[config.mk]
export PLATFORM = sky130hd
export DESIGN_NAME = fuzzy_gain_inference
export DESIGN_NICKNAME = d
export VERILOG_FILES = /design/src/sv/fgi_pkg.sv /design/src/sv/fgi_front.sv /design/src/sv/fgi_queue.sv /design/src/sv/fgi_back.sv /design/src/sv/fuzzy_gain_inference.sv
export SDC_FILE = /design/constraint.sdc
export NUM_CORES = 2
export LEC_CHECK = 0
export BUFFER_PORTS_ARGS = -buffer_cell sky130_fd_sc_hd__buf_2
export CAP_MARGIN = 10
export CORE_MARGIN = 3
export CORE_UTILIZATION = 65
export DETAILED_ROUTE_END_ITERATION = 10
export GPL_ROUTABILITY_DRIVEN = 0
export GPL_TIMING_DRIVEN = 0
export PLACE_DENSITY = 0.82
export SYNTH_ARGS = -nofsm -noshare
export SYNTH_HDL_FRONTEND = slang
export SYNTH_HIERARCHICAL = 1
export SYNTH_SLANG_ARGS = --single-unit
[constraint.sdc]
create_clock -name clk -period 8.4 [get_ports clk]
set_input_delay 1.26 -clock clk [delete_from_list [all_inputs] [get_ports clk]]
set_output_delay 1.26 -clock clk [all_outputs]
set_load 0.02 [all_outputs]
[src/sv/fgi_pkg.sv]
// Shared types and constants of the fuzzy gain inference block.
package fgi_pkg;

  // Membership grades and rule strengths: unsigned Q1.8, 0..256.
  typedef logic [8:0] grade_t;

  localparam grade_t GRADE_ONE = 9'd256;

  // Rate breakpoints in raw Q7.8 units.
  localparam logic signed [15:0] RATE_20 = 16'sd5120;
  localparam logic signed [15:0] RATE_10 = 16'sd2560;
  localparam logic signed [15:0] RATE_5  = 16'sd1280;
  localparam logic signed [15:0] ERR_ONE = 16'sd256;

  // Reset values of the centre registers.
  localparam logic signed [15:0] SMALL_RST  = -16'sd12800;
  localparam logic signed [15:0] MEDIUM_RST = 16'sd0;
  localparam logic signed [15:0] BIG_RST    = 16'sd12800;

  // Register indexes on the configuration port.
  typedef enum logic [1:0] {
    REG_SMALL  = 2'd0,
    REG_MEDIUM = 2'd1,
    REG_BIG    = 2'd2
  } reg_idx_t;

  // Queue between the front and the back.
  localparam int QDEPTH = 4;
  localparam int QAW    = $clog2(QDEPTH);
  localparam int QCW    = $clog2(QDEPTH + 1);

  // Divider geometry: quotient bits, divisor bits and dividend magnitude bits.
  localparam int QW   = 16;
  localparam int DENW = 10;
  localparam int MAGW = 25;

  // Clock edges from the accepting edge to the edge that takes the result.
  localparam int LATENCY = 22;

  // Rule strengths of one sample.
  typedef struct packed {
    grade_t s;
    grade_t m;
    grade_t b;
  } rule_t;

endpackage

[src/sv/fgi_front.sv]
// Front part: input capture, fuzzification and the min/max rule table.
module fgi_front (
  input  logic                     clk,
  input  logic                     rst_n,
  input  logic                     start,
  output logic                     busy,
  input  logic signed [15:0]       in_error_value,
  input  logic signed [15:0]       in_error_rate,
  input  logic [fgi_pkg::QCW-1:0]  q_count,
  output logic                     push,
  output fgi_pkg::rule_t           push_data
);
  import fgi_pkg::*;

  logic              a_v_r;
  logic signed [15:0] a_e_r;
  logic signed [15:0] a_d_r;

  grade_t en, ez, ep, nb, ns, zr, ps, pb;
  logic              b_v_r;
  grade_t            en_r, ez_r, ep_r, nb_r, ns_r, zr_r, ps_r, pb_r;

  logic signed [16:0] e17, d17;
  logic signed [16:0] dist_nb, dist_ns_lo, dist_ns_hi, dist_zr_lo, dist_zr_hi;
  logic signed [16:0] dist_ps_lo, dist_ps_hi, dist_pb, dist_en;
  logic [QCW+1:0]     occupancy;
  logic               accept;
  grade_t             side, outer, inner;

  // Division by 10 and by 5 of a distance below 2560, by reciprocal multiplication.
  function automatic grade_t div10(logic [11:0] x);
    logic [25:0] p;
    p = 26'(x) * 26'(14'd6554);
    return grade_t'(p[25:16]);
  endfunction

  function automatic grade_t div5(logic [11:0] x);
    logic [26:0] p;
    p = 27'(x) * 27'(15'd13108);
    return grade_t'(p[26:16]);
  endfunction

  function automatic grade_t gmin(grade_t x, grade_t y);
    return (x < y) ? x : y;
  endfunction

  function automatic grade_t gmax(grade_t x, grade_t y);
    return (x > y) ? x : y;
  endfunction

  // Every item in flight must find a queue slot even if the back never pops.
  assign occupancy = (QCW+2)'(q_count) + (QCW+2)'(a_v_r) + (QCW+2)'(b_v_r);
  assign busy      = !rst_n || (occupancy >= (QCW+2)'(QDEPTH));
  assign accept    = start && !busy;

  always_ff @(posedge clk) begin
    if (!rst_n) begin
      a_v_r <= 1'b0;
    end else begin
      a_v_r <= accept;
    end
    if (accept) begin
      a_e_r <= in_error_value;
      a_d_r <= in_error_rate;
    end
  end

  always_comb begin
    e17        = 17'(a_e_r);
    d17        = 17'(a_d_r);
    dist_en    = 17'sd0 - e17;
    dist_nb    = -17'(RATE_10) - d17;
    dist_ns_lo = d17 + 17'(RATE_20);
    dist_ns_hi = -17'(RATE_5) - d17;
    dist_zr_lo = d17 + 17'(RATE_5);
    dist_zr_hi = 17'(RATE_5) - d17;
    dist_ps_lo = d17 - 17'(RATE_5);
    dist_ps_hi = 17'(RATE_20) - d17;
    dist_pb    = d17 - 17'(RATE_10);

    // Error sets over -1..1 have a slope length of exactly 1.0.
    if (a_e_r <= -ERR_ONE)   en = GRADE_ONE;
    else if (a_e_r >= 16'sd0) en = '0;
    else                      en = grade_t'(dist_en[8:0]);

    if (a_e_r <= -ERR_ONE || a_e_r >= ERR_ONE) ez = '0;
    else if (a_e_r == 16'sd0)                  ez = GRADE_ONE;
    else if (a_e_r < 16'sd0)                   ez = grade_t'(e17 + 17'(ERR_ONE));
    else                                       ez = grade_t'(17'(ERR_ONE) - e17);

    if (a_e_r <= 16'sd0)      ep = '0;
    else if (a_e_r >= ERR_ONE) ep = GRADE_ONE;
    else                       ep = grade_t'(e17[8:0]);

    if (a_d_r <= -RATE_20)      nb = GRADE_ONE;
    else if (a_d_r >= -RATE_10) nb = '0;
    else                        nb = div10(dist_nb[11:0]);

    if (a_d_r <= -RATE_20 || a_d_r >= -RATE_5) ns = '0;
    else if (a_d_r == -RATE_10)                ns = GRADE_ONE;
    else if (a_d_r < -RATE_10)                 ns = div10(dist_ns_lo[11:0]);
    else                                       ns = div5(dist_ns_hi[11:0]);

    if (a_d_r <= -RATE_5 || a_d_r >= RATE_5) zr = '0;
    else if (a_d_r == 16'sd0)                zr = GRADE_ONE;
    else if (a_d_r < 16'sd0)                 zr = div5(dist_zr_lo[11:0]);
    else                                     zr = div5(dist_zr_hi[11:0]);

    if (a_d_r <= RATE_5 || a_d_r >= RATE_20) ps = '0;
    else if (a_d_r == RATE_10)               ps = GRADE_ONE;
    else if (a_d_r < RATE_10)                ps = div5(dist_ps_lo[11:0]);
    else                                     ps = div10(dist_ps_hi[11:0]);

    if (a_d_r <= RATE_10)      pb = '0;
    else if (a_d_r >= RATE_20) pb = GRADE_ONE;
    else                       pb = div10(dist_pb[11:0]);
  end

  always_ff @(posedge clk) begin
    if (!rst_n) begin
      b_v_r <= 1'b0;
    end else begin
      b_v_r <= a_v_r;
    end
    en_r <= en;
    ez_r <= ez;
    ep_r <= ep;
    nb_r <= nb;
    ns_r <= ns;
    zr_r <= zr;
    ps_r <= ps;
    pb_r <= pb;
  end

  // Negative and positive error rows share the same consequents.
  always_comb begin
    side        = gmax(en_r, ep_r);
    outer       = gmax(gmax(nb_r, ps_r), pb_r);
    inner       = gmax(ns_r, zr_r);
    push_data.s = gmin(ez_r, zr_r);
    push_data.m = gmax(gmin(side, inner),
                       gmax(gmin(ez_r, gmax(nb_r, ns_r)), gmin(ez_r, gmax(ps_r, pb_r))));
    push_data.b = gmin(side, outer);
  end

  assign push = b_v_r;

endmodule

[src/sv/fgi_queue.sv]
// Short queue of rule strengths between the front and the back.
module fgi_queue (
  input  logic                     clk,
  input  logic                     rst_n,
  input  logic                     push,
  input  fgi_pkg::rule_t           push_data,
  input  logic                     pop,
  output logic                     pop_valid,
  output fgi_pkg::rule_t           pop_data,
  output logic [fgi_pkg::QCW-1:0]  count
);
  import fgi_pkg::*;

  rule_t          mem [QDEPTH];
  logic [QAW-1:0] wr_ptr_r, wr_ptr_nxt;
  logic [QAW-1:0] rd_ptr_r, rd_ptr_nxt;
  logic [QCW-1:0] count_r, count_nxt;
  logic           do_pop;

  assign do_pop     = pop && (count_r != '0);
  assign wr_ptr_nxt = push ? wr_ptr_r + 1'b1 : wr_ptr_r;
  assign rd_ptr_nxt = do_pop ? rd_ptr_r + 1'b1 : rd_ptr_r;
  assign count_nxt  = count_r + QCW'(push) - QCW'(do_pop);

  always_ff @(posedge clk) begin
    if (!rst_n) begin
      wr_ptr_r <= '0;
      rd_ptr_r <= '0;
      count_r  <= '0;
    end else begin
      wr_ptr_r <= wr_ptr_nxt;
      rd_ptr_r <= rd_ptr_nxt;
      count_r  <= count_nxt;
    end
  end

  always_ff @(posedge clk) begin
    if (push) begin
      mem[wr_ptr_r] <= push_data;
    end
  end

  assign pop_valid = (count_r != '0);
  assign pop_data  = mem[rd_ptr_r];
  assign count     = count_r;

endmodule

[src/sv/fgi_back.sv]
// Back part: weighted sum of the centres and a pipelined restoring divider.
module fgi_back (
  input  logic                clk,
  input  logic                rst_n,
  input  logic                in_valid,
  input  fgi_pkg::rule_t      in_rule,
  input  logic signed [15:0]  small_centre,
  input  logic signed [15:0]  medium_centre,
  input  logic signed [15:0]  big_centre,
  output logic                out_valid,
  output logic signed [15:0]  out_adjustment,
  output logic                out_no_rule_fired
);
  import fgi_pkg::*;

  // Product stage.
  logic               p_v_r;
  logic signed [25:0] p_s_r, p_m_r, p_b_r;
  logic [DENW-1:0]    p_den_r;

  // Divider stages; index 0 is loaded by the sum stage.
  logic               dv_v_r    [QW+1];
  logic [MAGW-1:0]    dv_rem_r  [QW+1];
  logic [QW-1:0]      dv_q_r    [QW+1];
  logic [DENW-1:0]    dv_den_r  [QW+1];
  logic               dv_neg_r  [QW+1];
  logic               dv_zero_r [QW+1];

  logic signed [26:0] num;
  logic [26:0]        num_mag;

  logic               out_v_r;
  logic signed [15:0] out_adj_r;
  logic               out_flag_r;
  logic [QW-1:0]      q_final;

  always_ff @(posedge clk) begin
    if (!rst_n) begin
      p_v_r <= 1'b0;
    end else begin
      p_v_r <= in_valid;
    end
    p_s_r   <= $signed({1'b0, in_rule.s}) * small_centre;
    p_m_r   <= $signed({1'b0, in_rule.m}) * medium_centre;
    p_b_r   <= $signed({1'b0, in_rule.b}) * big_centre;
    p_den_r <= DENW'(in_rule.s) + DENW'(in_rule.m) + DENW'(in_rule.b);
  end

  always_comb begin
    num     = 27'(p_s_r) + 27'(p_m_r) + 27'(p_b_r);
    num_mag = num[26] ? 27'(-num) : 27'(num);
  end

  always_ff @(posedge clk) begin
    if (!rst_n) begin
      dv_v_r[0] <= 1'b0;
    end else begin
      dv_v_r[0] <= p_v_r;
    end
    dv_rem_r[0]  <= num_mag[MAGW-1:0];
    dv_q_r[0]    <= '0;
    dv_den_r[0]  <= p_den_r;
    dv_neg_r[0]  <= num[26];
    dv_zero_r[0] <= (p_den_r == '0);
  end

  // Stage k decides quotient bit QW-1-k; the quotient stays below 2^QW.
  for (genvar k = 0; k < QW; k++) begin : g_div
    localparam int SH = QW - 1 - k;
    logic [MAGW:0] den_sh;
    logic [MAGW:0] diff;
    logic          fits;
    logic [QW-1:0] q_bit;

    always_comb begin
      den_sh = (MAGW+1)'(dv_den_r[k]) << SH;
      diff   = (MAGW+1)'(dv_rem_r[k]) - den_sh;
      fits   = ((MAGW+1)'(dv_rem_r[k]) >= den_sh);
      q_bit  = QW'(fits) << SH;
    end

    always_ff @(posedge clk) begin
      if (!rst_n) begin
        dv_v_r[k+1] <= 1'b0;
      end else begin
        dv_v_r[k+1] <= dv_v_r[k];
      end
      dv_rem_r[k+1]     <= fits ? diff[MAGW-1:0] : dv_rem_r[k];
      dv_q_r[k+1]       <= dv_q_r[k] | q_bit;
      dv_den_r[k+1]     <= dv_den_r[k];
      dv_neg_r[k+1]     <= dv_neg_r[k];
      dv_zero_r[k+1]    <= dv_zero_r[k];
    end
  end

  assign q_final = dv_q_r[QW];

  always_ff @(posedge clk) begin
    if (!rst_n) begin
      out_v_r <= 1'b0;
    end else begin
      out_v_r <= dv_v_r[QW];
    end
    if (dv_zero_r[QW]) begin
      out_adj_r  <= '0;
      out_flag_r <= 1'b1;
    end else begin
      out_adj_r  <= dv_neg_r[QW] ? $signed(16'(-q_final)) : $signed(q_final);
      out_flag_r <= 1'b0;
    end
  end

  assign out_valid         = out_v_r;
  assign out_adjustment    = out_adj_r;
  assign out_no_rule_fired = out_flag_r;

endmodule

[src/sv/fuzzy_gain_inference.sv]
// Top level of the fuzzy gain inference block: configuration registers and wiring.
//
// A sample (in_error_value, in_error_rate, both signed Q7.8) is taken at a rising
// edge where start is high and busy is low. The front fuzzifies the sample and
// evaluates the rule table in two register stages, then writes the rule
// strengths into a four-entry queue. The back reads the queue, forms the
// weighted sum of the three centres and divides by the strength total in a
// sixteen-stage restoring divider, one quotient bit per stage.
// The result shows on out_adjustment and out_no_rule_fired for exactly one
// cycle with out_valid high; it is taken at the edge ending that cycle. A new
// sample may be started every cycle; the back drains one entry per cycle, so
// the queue never fills and busy stays low outside reset. The receiver cannot
// stall the result channel. Centres are written over the APB-style port at
// byte addresses 0, 4 and 8 (small, medium, big) and read back sign-extended;
// they should change only while no transaction is in flight. Synchronous
// reset empties the pipeline and queue, restores the default centres and
// holds busy high.
module fuzzy_gain_inference (
  input  logic               clk,
  input  logic               rst_n,
  input  logic               start,
  output logic               busy,
  input  logic signed [15:0] in_error_value,
  input  logic signed [15:0] in_error_rate,
  output logic               out_valid,
  output logic signed [15:0] out_adjustment,
  output logic               out_no_rule_fired,
  input  logic               psel,
  input  logic               penable,
  input  logic               pwrite,
  input  logic [3:0]         paddr,
  input  logic [31:0]        pwdata,
  output logic [31:0]        prdata,
  output logic               pready
);
  import fgi_pkg::*;

  logic signed [15:0] small_r, medium_r, big_r;
  logic               wr_en;
  reg_idx_t           idx;

  logic               push;
  rule_t              push_data;
  logic               q_valid;
  rule_t              q_data;
  logic [QCW-1:0]     q_count;

  assign pready = 1'b1;
  assign wr_en  = psel && penable && pwrite && pready;
  assign idx    = reg_idx_t'(paddr[3:2]);

  always_ff @(posedge clk) begin
    if (!rst_n) begin
      small_r  <= SMALL_RST;
      medium_r <= MEDIUM_RST;
      big_r    <= BIG_RST;
    end else if (wr_en) begin
      unique case (idx)
        REG_SMALL:  small_r  <= $signed(pwdata[15:0]);
        REG_MEDIUM: medium_r <= $signed(pwdata[15:0]);
        REG_BIG:    big_r    <= $signed(pwdata[15:0]);
        default: ;
      endcase
    end
  end

  always_comb begin
    unique case (idx)
      REG_SMALL:  prdata = 32'(small_r);
      REG_MEDIUM: prdata = 32'(medium_r);
      REG_BIG:    prdata = 32'(big_r);
      default:    prdata = '0;
    endcase
  end

  fgi_front u_front (
    .clk            (clk),
    .rst_n          (rst_n),
    .start          (start),
    .busy           (busy),
    .in_error_value (in_error_value),
    .in_error_rate  (in_error_rate),
    .q_count        (q_count),
    .push           (push),
    .push_data      (push_data)
  );

  fgi_queue u_queue (
    .clk       (clk),
    .rst_n     (rst_n),
    .push      (push),
    .push_data (push_data),
    .pop       (q_valid),
    .pop_valid (q_valid),
    .pop_data  (q_data),
    .count     (q_count)
  );

  fgi_back u_back (
    .clk               (clk),
    .rst_n             (rst_n),
    .in_valid          (q_valid),
    .in_rule           (q_data),
    .small_centre      (small_r),
    .medium_centre     (medium_r),
    .big_centre        (big_r),
    .out_valid         (out_valid),
    .out_adjustment    (out_adjustment),
    .out_no_rule_fired (out_no_rule_fired)
  );

endmodule

; ---- Word level (Yosys, flattened, before mapping)
; Memories as Yosys holds them, arrays and structs flattened. A register that Yosys moved wholly into a read port is not among the register bits.
; Cells that the tools add are included.
[totals]
rom_bits = 0
latch_bits = 0
mem_count = 7
out_inout_bits = 52
wordCells = 268
regBits = 267
inputBits = 74
mem_bits_rw = 1026
[mem_list]
columns = name, depth, word_bits, rd, rd_ports_with_merged_regs, write_ports, line_no
row1 = u_back.dv_rem_r, 17, 25, 16, 0, 17, fgi_back.sv:23  ; logic [MAGW-1:0] dv_rem_r [QW+1];
row2 = u_back.dv_q_r, 17, 16, 17, 0, 17, fgi_back.sv:24  ; logic [QW-1:0] dv_q_r [QW+1];
row3 = u_back.dv_den_r, 17, 10, 16, 0, 17, fgi_back.sv:25  ; logic [DENW-1:0] dv_den_r [QW+1];
row4 = u_queue.mem, 4, 27, 1, 1, 1, fgi_queue.sv:14  ; rule_t mem [QDEPTH];
row5 = u_back.dv_neg_r, 17, 1, 17, 0, 17, fgi_back.sv:26  ; logic dv_neg_r [QW+1];
row6 = u_back.dv_v_r, 17, 1, 17, 1, 17, fgi_back.sv:22  ; logic dv_v_r [QW+1];
row7 = 1 more memories, --, --, --, --, --, --
[op_classes]
bitwise = 33
shift = 0
eq_ne = 4
n_mux = 68
div_mod_pow = 0
multipliers = 11
reduce_logical = 27
addsub = 39
n_lt_le_gt_ge = 46
[op_table]
columns = op, n
row1 = 25-bit two-way mux, 17
row2 = 9-bit two-way mux, 25
row3 = "12-bit by 12-bit multiplier with 24-bit output, second input constant", 4
row4 = 32-bit one-hot mux with 3 select lines, 1
row5 = "12-bit by 12-bit multiplier with 23-bit output, second input constant", 4
row6 = 10-bit by 16-bit multiplier with 26-bit output, 3
row7 = 9-bit > comparator, 8
row8 = "12-bit subtractor, first input constant", 4
row9 = 9-bit less-than comparator, 5
row10 = "16-bit by 13-bit equality test with 1-bit output, second input constant", 2
row11 = "16-bit by 12-bit greater-or-equal comparator with 1-bit output, second input constant", 2
row12 = "16-bit by 12-bit less-or-equal comparator with 1-bit output, second input constant", 2
row13 = 16-bit logical NOT, 2
row14 = "16-bit by 1-bit less-than comparator with 1-bit output, second input constant", 2
row15 = "16-bit by 13-bit less-than comparator with 1-bit output, second input constant", 2
row16 = 26-bit by 26-bit adder with 27-bit output, 1
row17 = 27-bit by 26-bit adder with 27-bit output, 1
row18 = 25-bit by 10-bit greater-or-equal comparator with 1-bit output, 1
row19 = 25-bit by 11-bit greater-or-equal comparator with 1-bit output, 1
row20 = 25-bit by 12-bit greater-or-equal comparator with 1-bit output, 1
row21 = 25-bit by 13-bit greater-or-equal comparator with 1-bit output, 1
row22 = 25-bit by 14-bit greater-or-equal comparator with 1-bit output, 1
row23 = 25-bit by 15-bit greater-or-equal comparator with 1-bit output, 1
row24 = 25-bit by 16-bit greater-or-equal comparator with 1-bit output, 1
row25 = other kinds (78), 136

; ---- Logic depth before layout (Yosys ltp)
[depth]
word_depth = 8
depth_mapped = 42
ltp_nobuf = 37

; ---- Hierarchy
; The synthesis kept the hierarchy.
[by_module_without_submodules]
columns = mod, cells_per_inst, instances, area_each_um2, seq_area_each_um2
row1 = fgi_back, 4839, 1, 47431.7, 17096.4
row2 = fgi_front, 2192, 1, 21978.6, 2442.3
row3 = fgi_queue, 184, 1, 4409.2, 3423.3
row4 = fuzzy_gain_inference, 259, 1, 2329.7, 960.9

; ---- Worst setup path before layout
; Ideal clock, no wire load.
[synth_timing]
kind = register to register
start = register u_front.pb_r[6]
end = memory u_queue/mem[0][9] in the netlist's numbering (data pin)
t_required_ps = 8205
path_stages_with_launch = 41
period_less_slack_ps = 7338
path_buffers = 6
setup_ps = 195
path_slack_ps = 1062
arrival_ps = 7143
path_cell_list = dfxtp_1 -> inv_1 -> ha_1 -> a21oi_1 -> nor2_1 -> a211oi_1 -> a21o_1 -> clkbuf_1 -> mux2i_1 -> ha_1 -> a21o_1 -> a21o_1 -> a21oi_1 -> nor2_1 -> a211oi_1 -> o21ai_0 -> buf_2 -> clkbuf_1 -> [5 not listed] -> o21ai_0 -> o31ai_1 -> or2_0 -> buf_2 -> and2_4 -> buf_6 -> a21oi_2 -> ha_1 -> nor2b_1 -> o21a_1 -> o21ai_0 -> nand2b_1 -> a21oi_1 -> o21ai_0 -> a211oi_1 -> nor2_1 -> clkbuf_1 -> a221oi_2
[synth_rtl]
columns = element, line_no
row1 = "start, declared", fgi_front.sv:21  ; grade_t en_r, ez_r, ep_r, nb_r, ns_r, zr_r, ps_r, pb_r;
row2 = "start signal, assigned", fgi_front.sv:132  ; pb_r <= pb;
row3 = "end, declared", fgi_queue.sv:14

==> results.md <==
- Outcome: finished, final reports clean
- Row count: 124
- Initial antenna violation count: 2
- FF-to-FF setup slack: 0.24 ns
- Hold-critical path depth: 0
- Multi-input logic area: 47500 µm²
- Syn Nets: 9168
- Fill cells: 7935
- Clk buf depth: 3
- Layout Utilization: 0.718
- Num Clock Sinks: 1125
- Detail-routed via count per cell: 5.83
- Primary FF master, synth: dfxtp_1
- Drt total wl: 176000 µm
- Met3 usage: 0.0548
- Fraction of registers with async set/reset: 0
- Initial cell density of the core: 0.661
- Synth Warn #: 6
- Worst hold path type: flop to flop
- Clock transition at path regs: 0.06 ns
- CP arrival: 8.64 ns
- Most common cell on crit path: a21o_1
- Horiz. Die Dim: 348 µm
- Worst Setup Path Type: flop to flop
- Startpoint types: flop
- Met1 GRT Util: 0.370
- Clk Latency, worst-skew pair: 0.72 ns
- Total GRT Usage: 0.292
- Max-cap viol count: 0
- DR vias: 54300
- Relative slew slack: 0.133
- Sequential Area: 23900 µm²
- Most frequent cells in the layout: inv_1 (1077), dfxtp_1 (985), ha_1 (949)
- Synth Register Bits: 1125
- Fin. Hold Viols: 0
- Core area: 115000 µm²
- Max incr delay on CP: 0.42 ns
- First-pass GRT wire length: 285000 µm
- TritonCTS Buffers: 110
- Die area: 121000 µm²
- Post-CTS Hold Buffers: 0
- Post-route ant nets: 0
- EDFF count, synth: 140
- CTS H-tree lvls: 3
- Fin crit period: 8.16 ns
- Die H: 348 µm
- Drt pass-1 iters: 6
- GRT Max-Usage Layer: met2
- Final nets: 9394
- Synthesized area per cell: 10.2 µm²
- F_max: 0.122 GHz
- Measured slew at the worst slew-check pin: 1.29 ns
- GR Util met2: 0.489
- Most common cell after layout, fill and taps aside: inv_1
- Port Buffer Count: 105
- Synth cell types: 113
- Gr ovfl total: 0
- Setup-failing EPs final: 0
- CP max FO: 11
- Reg-to-reg endpoint: u_queue/mem[3][11]
- TritonCTS clock tree: yes
- Synthesized area: 76100 µm²
- Worst r2r src: u_front/ns_r[6]
- Sequential share of the synthesized area: 0.314
- Slew Limit Fails: 0
- Period Utilization, post-route: 0.972
- Layout area overhead: 8.74%
- CP max-delay cell: dfxtp_1
- FF-to-FF path depth: 40
- Num ports: 126
- DP HPWL: 138000 µm
- Number of global-route vias before repair: 56400
- Worst Skew: 0.0512 ns
- CP endpoint kind: flop
- Root Buffer: clkbuf_16
- Syn Inst Count: 7474
- Req. time, crit path: 8.88 ns
- Share of cells above drive strength 1: 0.0658
- Drt wl/cell: 18.9 µm
- Largest net degree at the start of global routing: 32
- Hold EP: u_back/dv_rem_r[0][156]
- 1st-iter DRT viols: 4213
- Worst Hold Launch: u_back/dv_rem_r[0][131]
- DRC errors left: 0
[synth_stat cells (141+ instances only)]
cell	count	area [µm²]
inv_1	1077	4040
dfxtp_1	985	19700
ha_1	949	11900
fa_1	671	13400
nand2_1	630	2360
nor2_1	340	1280
xnor2_1	264	2310
o21ai_0	263	1320
and2_1	250	1560
a21oi_1	245	1230
xor2_1	159	1390
mux2i_1	141	1410
[layer usage]
layer  up-vias  share of wire
met5         -              0
met4         0          0.046
met3       516          0.079
met2      2101           0.47
met1     26400           0.40
li1      25300              -
[how the worst max path moves through the flow]
stage                          startpoint  cells after the start  slack [ns]                  to
after floorplan           u_front/pb_r[6]                     40        1.06   u_queue/mem[0][9]
after global placement    u_front/pb_r[6]                     40       -0.07   u_queue/mem[0][9]
after detailed placement  u_front/pb_r[6]                     40       -0.39  u_queue/mem[0][12]
after CTS                 u_front/pb_r[6]                     41        0.10   u_queue/mem[1][9]
after global routing      u_front/ns_r[6]                     40       -0.06  u_queue/mem[3][11]
final                     u_front/ns_r[6]                     40        0.24  u_queue/mem[3][11]
[logic make-up after synthesis]
logic type                 after synthesis  share of synthesized area
AOI/OAI and AO/OA                     1008                     0.0863
xor gates and xnor gates               424                     0.0489
adders and majority gates             1620                      0.332
buffers and inverters                 1248                     0.0638
DFF                                   1125                      0.314
muxes                                  227                     0.0356
other                                    1                  0.0000492
and+or+nand+nor                       1821                      0.119
[layout make-up]
type                    count  area share
diodes                      1   0.0000302
plain buffers             166     0.00967
clock buffers             146      0.0371
clock inverters            62      0.0105
inverters                1080      0.0490
multi-input cells        5101       0.574
flip-flops and latches   1125       0.289
well taps                1512      0.0228
repair buffers            116     0.00843
[registers in the layout (all words and copies together) (netlist names), 10 cells and up, named ones only]
| name | cells |
|---|---|
| u_front/a_e_r | 16 |
| u_back/dv_zero_r | 17 |
| u_back/p_den_r | 10 |
| medium_r | 16 |
| u_back/dv_neg_r | 17 |
| u_back/p_m_r | 26 |
| u_back/dv_q_r | 136 |
| u_back/p_s_r | 26 |
| u_back/dv_rem_r | 400 |
| u_back/dv_v_r | 17 |
| u_front/a_d_r | 16 |
| u_back/dv_den_r | 160 |
| u_back/out_adjustment | 16 |
| big_r | 16 |
| u_back/p_b_r | 26 |
| small_r | 16 |
| u_queue/mem | 108 |
[what timing repair did]
action                                  in CTS  in global routing
endpoints found under the setup margin      32                 38
pin swaps                                    0                  4
buffers inserted                             0                  3
gates resized for setup                      9                 23
[through the flow]
stage,worst slack [ns],std cells,hold WS [ns],setup TNS (ns),cell area [µm²]
after global routing,-0.0641,9308,0.314,-1.29,82800
after floorplan,1.06,7474,0.310,0,76100
after detailed placement,-0.389,9098,0.312,-9.17,78700
after global placement,-0.0680,9091,0.310,-0.326,78600
after CTS,0.102,9305,0.305,0,82700
final,0.235,9309,0.311,0,82800
[worst max-delay path, delay by kind of cell, from the launching register on]
family / cells / cell delay [ns]
muxes: 2 / 0.74
buffers and inverters: 5 / 0.85
adders and majority gates: 4 / 1.25
DFF: 1 / 0.42
and+or+nand+nor: 7 / 0.88
AOI/OAI and AO/OA: 22 / 3.77
Power is not shown: default switching activity piles up to over one toggle a cycle in this logic, so the estimate is an artifact.
